--- src/sv/wcp_pkg.sv ---
// Shared types and constants for the WAV chunk header parser.
package wcp_pkg;

  localparam logic [31:0] TagFmt    = 32'h2074_6D66;
  localparam logic [31:0] TagData   = 32'h6174_6164;
  localparam logic [31:0] RiffMagic = 32'h4646_4952;
  localparam logic [31:0] WaveMagic = 32'h4556_4157;
  localparam logic [31:0] MinFile   = 32'd44;
  localparam logic [31:0] FmtMin    = 32'd16;
  localparam logic [3:0]  BitsIdx   = 4'd14;
  localparam logic [32:0] HdrLen    = 33'd8;

  typedef enum logic [2:0] {
    ST_OK        = 3'd0,
    ST_TOO_SHORT = 3'd1,
    ST_BAD_RIFF  = 3'd2,
    ST_BAD_WAVE  = 3'd3,
    ST_NOT_PCM   = 3'd4,
    ST_DATA_EARLY = 3'd5,
    ST_NOT_FOUND = 3'd6
  } status_e;

  typedef enum logic [3:0] {
    PH_IDLE   = 4'b0001,
    PH_MAGIC  = 4'b0010,
    PH_HEADER = 4'b0100,
    PH_BODY   = 4'b1000
  } phase_e;

  typedef struct packed {
    logic [7:0]  data_byte;
    logic        first_byte;
    logic [31:0] file_size;
  } in_beat_t;

  typedef struct packed {
    status_e     status;
    logic [7:0]  channels;
    logic [31:0] rate_hz;
    logic [7:0]  depth_bits;
    logic [31:0] pcm_offset;
    logic [31:0] pcm_length;
  } result_t;

endpackage

--- src/sv/wcp_in_stage.sv ---
// Input register that holds one accepted byte beat for the parse logic.
module wcp_in_stage (
  input  logic              clk_i,
  input  logic              rst_ni,
  input  logic              in_valid_i,
  output logic              in_ready_o,
  input  wcp_pkg::in_beat_t beat_i,
  input  logic              take_i,
  output logic              valid_o,
  output wcp_pkg::in_beat_t beat_o
);
  import wcp_pkg::*;

  logic     valid_q, valid_d;
  in_beat_t beat_q;

  assign in_ready_o = !valid_q || take_i;
  assign valid_d    = in_ready_o ? in_valid_i : valid_q;

  always_ff @(posedge clk_i or negedge rst_ni) begin
    if (!rst_ni) begin
      valid_q <= 1'b0;
    end else begin
      valid_q <= valid_d;
    end
  end

  always_ff @(posedge clk_i) begin
    if (in_ready_o && in_valid_i) begin
      beat_q <= beat_i;
    end
  end

  assign valid_o = valid_q;
  assign beat_o  = beat_q;

endmodule

--- src/sv/wcp_parser.sv ---
// Parse state registers and the single-pass logic that consumes one file byte.
module wcp_parser (
  input  logic              clk_i,
  input  logic              rst_ni,
  input  logic              step_i,
  input  wcp_pkg::in_beat_t beat_i,
  output logic              emit_o,
  output wcp_pkg::result_t  result_o
);
  import wcp_pkg::*;

  typedef struct packed {
    phase_e      phase;
    logic [31:0] pos;
    logic [31:0] total;
    logic [31:0] tag;
    logic [31:0] len;
    logic [32:0] left;
    logic        fmt_seen;
    logic [7:0]  fmt_lo;
    logic [7:0]  chans;
    logic [31:0] rate;
    logic [7:0]  bits;
    logic [3:0]  idx;
    logic        done;
  } parse_state_t;

  localparam parse_state_t StateReset = '{
    phase: PH_IDLE, pos: '0, total: '0, tag: '0, len: '0, left: '0,
    fmt_seen: 1'b0, fmt_lo: '0, chans: '0, rate: '0, bits: '0, idx: '0,
    done: 1'b1
  };

  parse_state_t state_q, cur, nxt;
  logic [32:0]  np;
  logic [32:0]  left_dec;
  logic [2:0]   hidx;
  logic [31:0]  tag_new, len_new;
  logic         hdr_fits, body_fmt, too_short, work, hit, emit;
  status_e      hit_st, res_st;
  logic [31:0]  off;
  logic [31:0]  res_len;
  logic [7:0]   b;

  always_comb begin
    cur = state_q;
    if (beat_i.first_byte) begin
      cur       = StateReset;
      cur.total = beat_i.file_size;
      cur.done  = 1'b0;
      cur.phase = PH_MAGIC;
    end
    b         = beat_i.data_byte;
    nxt       = cur;
    np        = {1'b0, cur.pos} + 33'd1;
    left_dec  = cur.left - 33'd1;
    hidx      = 3'(4'd8 - cur.left[3:0]);
    tag_new   = cur.tag;
    len_new   = cur.len;
    hdr_fits  = (np + HdrLen) <= {1'b0, cur.total};
    body_fmt  = (cur.tag == TagFmt) && (cur.len >= FmtMin);
    too_short = beat_i.first_byte && (beat_i.file_size < MinFile);
    work      = !too_short && !cur.done;
    hit       = too_short;
    hit_st    = too_short ? ST_TOO_SHORT : ST_NOT_FOUND;
    off       = '0;
    res_len   = '0;
    emit      = 1'b0;
    res_st    = ST_NOT_FOUND;

    if (work) begin
      unique case (cur.phase)
        PH_MAGIC: begin
          if (cur.pos[31:2] == 30'd0 && b != RiffMagic[{cur.pos[1:0], 3'b000} +: 8]) begin
            hit    = 1'b1;
            hit_st = ST_BAD_RIFF;
          end else if (cur.pos[31:2] == 30'd2 &&
                       b != WaveMagic[{cur.pos[1:0], 3'b000} +: 8]) begin
            hit    = 1'b1;
            hit_st = ST_BAD_WAVE;
          end else if (cur.pos == 32'd11) begin
            if (hdr_fits) begin
              nxt.phase = PH_HEADER;
              nxt.left  = HdrLen;
            end else begin
              hit    = 1'b1;
              hit_st = ST_NOT_FOUND;
            end
          end
        end
        PH_HEADER: begin
          if (!hidx[2]) begin
            tag_new[{hidx[1:0], 3'b000} +: 8] = b;
          end else begin
            len_new[{hidx[1:0], 3'b000} +: 8] = b;
          end
          nxt.tag  = tag_new;
          nxt.len  = len_new;
          nxt.left = left_dec;
          if (left_dec == 33'd0) begin
            if (np + {1'b0, len_new} > {1'b0, cur.total}) begin
              hit    = 1'b1;
              hit_st = ST_NOT_FOUND;
            end else if (tag_new == TagData) begin
              hit = 1'b1;
              if (!cur.fmt_seen) begin
                hit_st = ST_DATA_EARLY;
              end else begin
                hit_st = ST_OK;
                off    = np[31:0];
              end
            end else begin
              nxt.left  = {1'b0, len_new} + {32'd0, len_new[0]};
              nxt.phase = PH_BODY;
              nxt.idx   = '0;
              if (len_new == 32'd0) begin
                if (hdr_fits) begin
                  nxt.phase = PH_HEADER;
                  nxt.left  = HdrLen;
                end else begin
                  hit    = 1'b1;
                  hit_st = ST_NOT_FOUND;
                end
              end
            end
          end
        end
        PH_BODY: begin
          if (body_fmt) begin
            priority if (cur.idx == 4'd0) begin
              nxt.fmt_lo = b;
            end else if (cur.idx == 4'd1) begin
              if ({b, cur.fmt_lo} != 16'd1) begin
                hit    = 1'b1;
                hit_st = ST_NOT_PCM;
              end
            end else if (cur.idx == 4'd2) begin
              nxt.chans = b;
            end else if (cur.idx[3:2] == 2'b01) begin
              nxt.rate[{cur.idx[1:0], 3'b000} +: 8] = b;
            end else if (cur.idx == BitsIdx) begin
              nxt.bits     = b;
              nxt.fmt_seen = 1'b1;
            end else begin
              nxt.idx = cur.idx;
            end
          end
          if (cur.idx != 4'hF) begin
            nxt.idx = cur.idx + 4'd1;
          end
          if (!hit) begin
            nxt.left = left_dec;
            if (left_dec == 33'd0) begin
              if (hdr_fits) begin
                nxt.phase = PH_HEADER;
                nxt.left  = HdrLen;
              end else begin
                hit    = 1'b1;
                hit_st = ST_NOT_FOUND;
              end
            end
          end
        end
        default: begin
          hit    = 1'b1;
          hit_st = ST_NOT_FOUND;
        end
      endcase
    end

    if (hit) begin
      emit    = 1'b1;
      res_st  = hit_st;
      res_len = nxt.len;
    end else if (work) begin
      nxt.pos = np[31:0];
      if (np >= {1'b0, cur.total}) begin
        emit   = 1'b1;
        res_st = ST_NOT_FOUND;
        off    = '0;
      end
    end

    if (emit) begin
      nxt.phase = PH_IDLE;
      nxt.done  = 1'b1;
    end
    if (!work && !too_short) begin
      nxt = state_q;
    end
  end

  always_ff @(posedge clk_i or negedge rst_ni) begin
    if (!rst_ni) begin
      state_q <= StateReset;
    end else if (step_i) begin
      state_q <= nxt;
    end
  end

  assign emit_o              = emit;
  assign result_o.status     = res_st;
  assign result_o.channels   = nxt.chans;
  assign result_o.rate_hz    = nxt.rate;
  assign result_o.depth_bits = nxt.bits;
  assign result_o.pcm_offset = (res_st == ST_OK) ? off : 32'd0;
  assign result_o.pcm_length = (res_st == ST_OK) ? res_len : 32'd0;

endmodule

--- src/sv/wcp_out_stage.sv ---
// Result register that holds one parse outcome until the consumer takes it.
module wcp_out_stage (
  input  logic             clk_i,
  input  logic             rst_ni,
  input  logic             load_i,
  input  wcp_pkg::result_t result_i,
  output logic             free_o,
  output logic             out_valid_o,
  input  logic             out_ready_i,
  output wcp_pkg::result_t result_o
);
  import wcp_pkg::*;

  logic    valid_q, valid_d;
  result_t result_q;

  assign free_o = !valid_q || out_ready_i;

  always_comb begin
    valid_d = valid_q;
    if (load_i) begin
      valid_d = 1'b1;
    end else if (out_ready_i) begin
      valid_d = 1'b0;
    end
  end

  always_ff @(posedge clk_i or negedge rst_ni) begin
    if (!rst_ni) begin
      valid_q <= 1'b0;
    end else begin
      valid_q <= valid_d;
    end
  end

  always_ff @(posedge clk_i) begin
    if (load_i) begin
      result_q <= result_i;
    end
  end

  assign out_valid_o = valid_q;
  assign result_o    = result_q;

endmodule

--- src/sv/wav_chunk_header_parser_unit.sv ---
// Top level of the RIFF/WAVE PCM header parser.
// The block takes a WAV file one byte per beat, the first byte flagged and carrying the
// file size, and returns one result per file: a status and the PCM format and data chunk
// position. It accepts one byte every clock cycle; a byte passes through an input register,
// one pass of parse logic and a result register, and the parse step loads the result that a
// byte in the input register decides into the result register. Input acceptance stalls only
// while a result waits in the full result register and the parse step that follows would need
// that register.
module wav_chunk_header_parser_unit (
  input  logic        clk_i,
  input  logic        rst_ni,
  input  logic        in_valid_i,
  output logic        in_ready_o,
  input  logic [7:0]  data_byte_i,
  input  logic        first_byte_i,
  input  logic [31:0] file_size_i,
  output logic        out_valid_o,
  input  logic        out_ready_i,
  output logic [2:0]  status_o,
  output logic [7:0]  channels_o,
  output logic [31:0] rate_hz_o,
  output logic [7:0]  depth_bits_o,
  output logic [31:0] pcm_offset_o,
  output logic [31:0] pcm_length_o
);
  import wcp_pkg::*;

  in_beat_t in_beat, stage_beat;
  logic     stage_valid, out_free, step, emit;
  result_t  step_res, out_res;

  assign in_beat.data_byte  = data_byte_i;
  assign in_beat.first_byte = first_byte_i;
  assign in_beat.file_size  = file_size_i;

  assign step = stage_valid && (out_free || !emit);

  wcp_in_stage u_in_stage (
    .clk_i      (clk_i),
    .rst_ni     (rst_ni),
    .in_valid_i (in_valid_i),
    .in_ready_o (in_ready_o),
    .beat_i     (in_beat),
    .take_i     (step),
    .valid_o    (stage_valid),
    .beat_o     (stage_beat)
  );

  wcp_parser u_parser (
    .clk_i    (clk_i),
    .rst_ni   (rst_ni),
    .step_i   (step),
    .beat_i   (stage_beat),
    .emit_o   (emit),
    .result_o (step_res)
  );

  wcp_out_stage u_out_stage (
    .clk_i       (clk_i),
    .rst_ni      (rst_ni),
    .load_i      (step && emit),
    .result_i    (step_res),
    .free_o      (out_free),
    .out_valid_o (out_valid_o),
    .out_ready_i (out_ready_i),
    .result_o    (out_res)
  );

  assign status_o     = out_res.status;
  assign channels_o   = out_res.channels;
  assign rate_hz_o    = out_res.rate_hz;
  assign depth_bits_o = out_res.depth_bits;
  assign pcm_offset_o = out_res.pcm_offset;
  assign pcm_length_o = out_res.pcm_length;

  a_fail_no_pcm: assert property (@(posedge clk_i) disable iff (!rst_ni)
    out_valid_o && (status_o != ST_OK) |-> (pcm_offset_o == 32'd0) && (pcm_length_o == 32'd0))
    else $error("Failed result carries a data chunk position.");

  a_short_no_fmt: assert property (@(posedge clk_i) disable iff (!rst_ni)
    out_valid_o && (status_o == ST_TOO_SHORT) |->
      (channels_o == 8'd0) && (rate_hz_o == 32'd0) && (depth_bits_o == 8'd0))
    else $error("Too-short result carries format fields.");

  a_ok_offset: assert property (@(posedge clk_i) disable iff (!rst_ni)
    out_valid_o && (status_o == ST_OK) |-> (pcm_offset_o >= 32'd20))
    else $error("Data chunk body lies inside the RIFF header.");

endmodule
--- config.mk ---
export PLATFORM = sky130hd
export DESIGN_NAME = wav_chunk_header_parser_unit
export DESIGN_NICKNAME = d
export VERILOG_FILES = /design/src/sv/wcp_pkg.sv /design/src/sv/wcp_in_stage.sv /design/src/sv/wcp_parser.sv /design/src/sv/wcp_out_stage.sv /design/src/sv/wav_chunk_header_parser_unit.sv
export SDC_FILE = /design/constraint.sdc
export NUM_CORES = 1
export LEC_CHECK = 0
export ABC_AREA = 1
export BUFFER_PORTS_ARGS = -buffer_cell sky130_fd_sc_hd__buf_2
export CAP_MARGIN = 20
export CELL_PAD_IN_SITES_DETAIL_PLACEMENT = 1
export CELL_PAD_IN_SITES_GLOBAL_PLACEMENT = 2
export CORE_MARGIN = 10
export CORE_UTILIZATION = 36
export DETAILED_ROUTE_END_ITERATION = 7
export GPL_ROUTABILITY_DRIVEN = 0
export PLACE_DENSITY = 0.91
export SKIP_CTS_REPAIR_TIMING = 1
export SKIP_LAST_GASP = 1
export SLEW_MARGIN = 20
export SYNTH_ARGS = -nofsm -noshare
export SYNTH_HDL_FRONTEND = slang
export SYNTH_HIERARCHICAL = 1
export SYNTH_SLANG_ARGS = --single-unit
--- constraint.sdc ---
create_clock -name clk_i -period 10.95 [get_ports clk_i]
set_input_delay 1.095 -clock clk_i [delete_from_list [all_inputs] [get_ports clk_i]]
set_output_delay 1.095 -clock clk_i [all_outputs]
set_load 0.01 [all_outputs]
==> impl_metrics.tcl <==
set metrics [dict create \
    period_share_pct 92.7 \
    avgSynthCellArea_sq_um 7.16 \
    critical_path_arrival_ns 10.61 \
    synth_top_cell_area_share_pct 19.8 \
    setup_ws_ns 0.800 \
    hold_depth 2 \
    final_layout_size_suffix_gt1_share_pct 10.3 \
    clockBufferDepth 3 \
    cpMaxStageDelayCell "edfxtp_1" \
    ys_ff_latch 385 \
    cts_tree "built" \
    core_sq_um 79100 \
    clk_latency_ns 0.60 \
    fin_skew_ns 0.0168 \
    end_kind "register" \
    htree_num_levels 2 \
    r2r_slack_ns 0.80 \
    syn-num-nets 4205 \
    slew_viol_final 0 \
    synth_cells 4014 \
    area_growth_pct 12.9 \
    first_iter_violations 2771 \
    place_ws_ns 0.950 \
    vias 29400 \
    grt_pass1_wl_mm 181 \
    netlist.top_cell.by_area "dfrtp_1" \
    outcome "finished clean" \
    cp_max_fo 107 \
    port_buffers 161 \
    initial_utilization_pct 36.3 \
    cts.sinks 385 \
    drtPass1Iterations 6 \
    fmax_mhz 98.5 \
    die_x_um 303 \
    final_util_pct 41.0 \
    rsz0062_at_grt "yes" \
    holdPathEnd "u_parser/state_q[169]$_DFFE_PN0P_" \
    crit_top_cell "nand2_1" \
    crit_type "register to register" \
    ys_top_cells_by_area "dfrtp_1 20%, edfxtp_1 16%, nand2_1 14%" \
    grt_start_max_net_pins 138 \
    hold_viol 0 \
    antenna_found_initial 3 \
    cts_root_buf "clkbuf_16" \
    wirelength_mm 119 \
    clk_pin_slew_ns 0.06 \
    die-area_sq_um 91600 \
    place_hpwl_mm 90.1 \
    hp-start "u_parser/state_q[169]$_DFFE_PN0P_" \
    ys_seq_area_share_pct 36.2 \
    grtUsageTotal_pct 25.4 \
    critPathMaxStageDelay_ns 0.45 \
    fp.dieH_um 303 \
    post_drt_wl_per_cell_um 22.9 \
    setup_viol 0 \
    remaining_drc_errors 0 \
    synth_enable_flop_cells 156 \
    r2r-end "u_parser/state_q[68]$_DFFE_PN0P_" \
    core.rowCount 103 \
    critical_path_required_ns 11.40 \
    start_kind "register" \
    synth_warnings 6 \
    r2r_start "u_in_stage/beat_o[32]$_DFFE_PP_" \
    cellLeakagePower_nw 15.0 \
    cap_violations 0 \
    vias_per_cell 5.63 \
    n_fill_cell 10100 \
    synth_cell_types 67 \
    powerDensity_nw_per_um2 192 \
    r2r_cells 57 \
    gr-total-overflow 0 \
    synth_ff_type "dfrtp_1" \
    ant_nets 0 \
    syn-cell-area_sq_um 28800 \
    hp-class "register to register" \
    finalCriticalPeriod_ns 10.15 \
    tightest_slew_ns 1.10 \
    peakVddDrop_mv 0.110 \
    async_flop_share_pct 59.5 \
    ioPinCount 162 \
    grt_pass1_vias 29200 \
    relSlewSlack_pct 26.3 \
    nets 4324 \
    cts_buffers 47 \
]
metrics by stage:
step	total power, mW	hold WS, ns	instance area [sq um]	TNS, ns	instances
global placement	4.37	0.461	30700	0	5134
global route	6.61	0.512	32500	-0.0102	5222
detailed placement	4.42	0.468	30700	0	5134
CTS	6.25	0.483	32500	0	5222
floorplan	3.54	0.448	28800	0	4014
finish	6.25	0.479	32500	0	5223
critical path: cells and delay by family, from the launching register on:
| family | cells | cell delay, ns |
|---|---|---|
| AO/OA/AOI/OAI | 10 | 2.10 |
| adder cells (fa/ha/maj) | 3 | 0.80 |
| buffers and inverters | 9 | 2.54 |
| flip-flops | 1 | 0.45 |
| AND/OR/NAND/NOR | 35 | 4.01 |
Yosys cell counts, types with 4 or more instances:
cell / number
nand2_1: 1035
a21oi_1: 116
buf_1: 6
o31ai_1: 5
dfrtp_1: 227
nor2_4: 6
nand2_2: 21
o21ai_1: 42
a31oi_1: 10
o21a_1: 12
nor2_2: 27
nand2_4: 7
clkbuf_1: 95
a21o_1: 7
xor2_1: 79
buf_4: 6
nand3_2: 8
mux2i_1: 12
xnor2_1: 19
inv_1: 471
o21ai_0: 379
nor3_1: 61
edfxtp_1: 156
a211oi_1: 9
o2111ai_1: 4
nand4_1: 141
buf_2: 30
or2_2: 4
inv_2: 20
ha_1: 145
nor4_1: 37
o32ai_1: 8
o22ai_1: 74
nor2_1: 415
nand3_4: 4
buf_6: 17
o21bai_1: 9
nand3b_1: 6
nand3_1: 187
o211ai_1: 55
worst max path at each step:
stage / endpoint / start / slack [ns] / cells after the start
3_5_place_dp: u_parser/state_q[134]$_DFFE_PN0P_ / u_in_stage/beat_o[32]$_DFFE_PP_ / 0.95 / 55
4_1_cts: in_ready_o / u_in_stage/beat_o[32]$_DFFE_PP_ / 0.78 / 52
3_3_place_gp: u_parser/state_q[151]$_DFFE_PN0P_ / u_in_stage/beat_o[32]$_DFFE_PP_ / 1.28 / 55
2_1_floorplan: u_in_stage/beat_o[0]$_DFFE_PP_ / u_in_stage/beat_o[32]$_DFFE_PP_ / 2.13 / 46
6_report: u_parser/state_q[68]$_DFFE_PN0P_ / u_in_stage/beat_o[32]$_DFFE_PP_ / 0.80 / 57
5_1_grt: u_parser/state_q[68]$_DFFE_PN0P_ / u_in_stage/beat_o[32]$_DFFE_PP_ / -0.01 / 57
flip-flops by register name, summed over array words and instances (netlist names):
name                     cells
u_in_stage/beat_o           41
u_in_stage/valid_o           1
u_out_stage/out_valid_o      1
u_out_stage/result_o       115
u_parser/state_q           227
power breakdown:
part	internal (mW)	total, mW	switching [mW]
Clock	1.13	1.81	0.680
Sequential	1.82	1.97	0.145
Combinational	0.634	2.48	1.84
Total	3.58	6.25	2.67
kinds of logic (layout without fill, tap and decap cells):
kind of cell / count (synthesis) / count (layout) / synth area share [%]
compound gates: 745 / 745 / 14.6
xor+xnor: 101 / 101 / 3.15
fa+ha+maj: 146 / 146 / 6.38
buf+inv: 650 / 808 / 9.25
flops: 385 / 385 / 36.2
mux: 12 / 12 / 0.418
other cells: 0 / 1 / 0
simple gates: 1975 / 1975 / 30.0
area by class of cell:
type | instances | area (sq um) | share of cell area [%]
multi-input cells | 2979 | 15800 | 48.5
well taps | 1050 | 1310 | 4.05
repair buffers | 226 | 1340 | 4.13
diodes | 1 | 2.50 | 0.00771
flip-flops and latches | 385 | 10400 | 32.1
inverters | 494 | 1870 | 5.75
clock inverters | 27 | 478 | 1.47
clock buffers | 61 | 1300 | 4.00
metal layers:
metal	wire length, um	vias up	part of all wire, %	global-route usage, %
li1	-	13700	-	-
met1	54300	14400	46	36.0
met2	52300	1125	44	39.7
met3	9380	178	7.9	4.00
met4	3340	2	2.8	7.19
met5	39	-	0.033	0
placed cells by master, fill, tap and decap left out, types with 9 or more instances in the layout:
cell type / count
o21ai_0: 379
edfxtp_1: 156
a31oi_1: 10
o21ai_1: 42
dfrtp_1: 227
o211ai_1: 55
nor2_1: 413
mux2i_1: 12
clkbuf_16: 48
nor3_1: 60
nand4_1: 141
nand2_1: 1034
a211oi_1: 9
o21a_1: 12
inv_1: 469
nand3_1: 187
inv_2: 20
o21bai_1: 9
buf_4: 60
xor2_1: 79
a21oi_1: 115
nor4_1: 37
bufinv_16: 12
xnor2_1: 19
nor2_2: 27
nand2_2: 22
o22ai_1: 74
ha_1: 145
buf_2: 160
(Power assumes the default switching activity.)
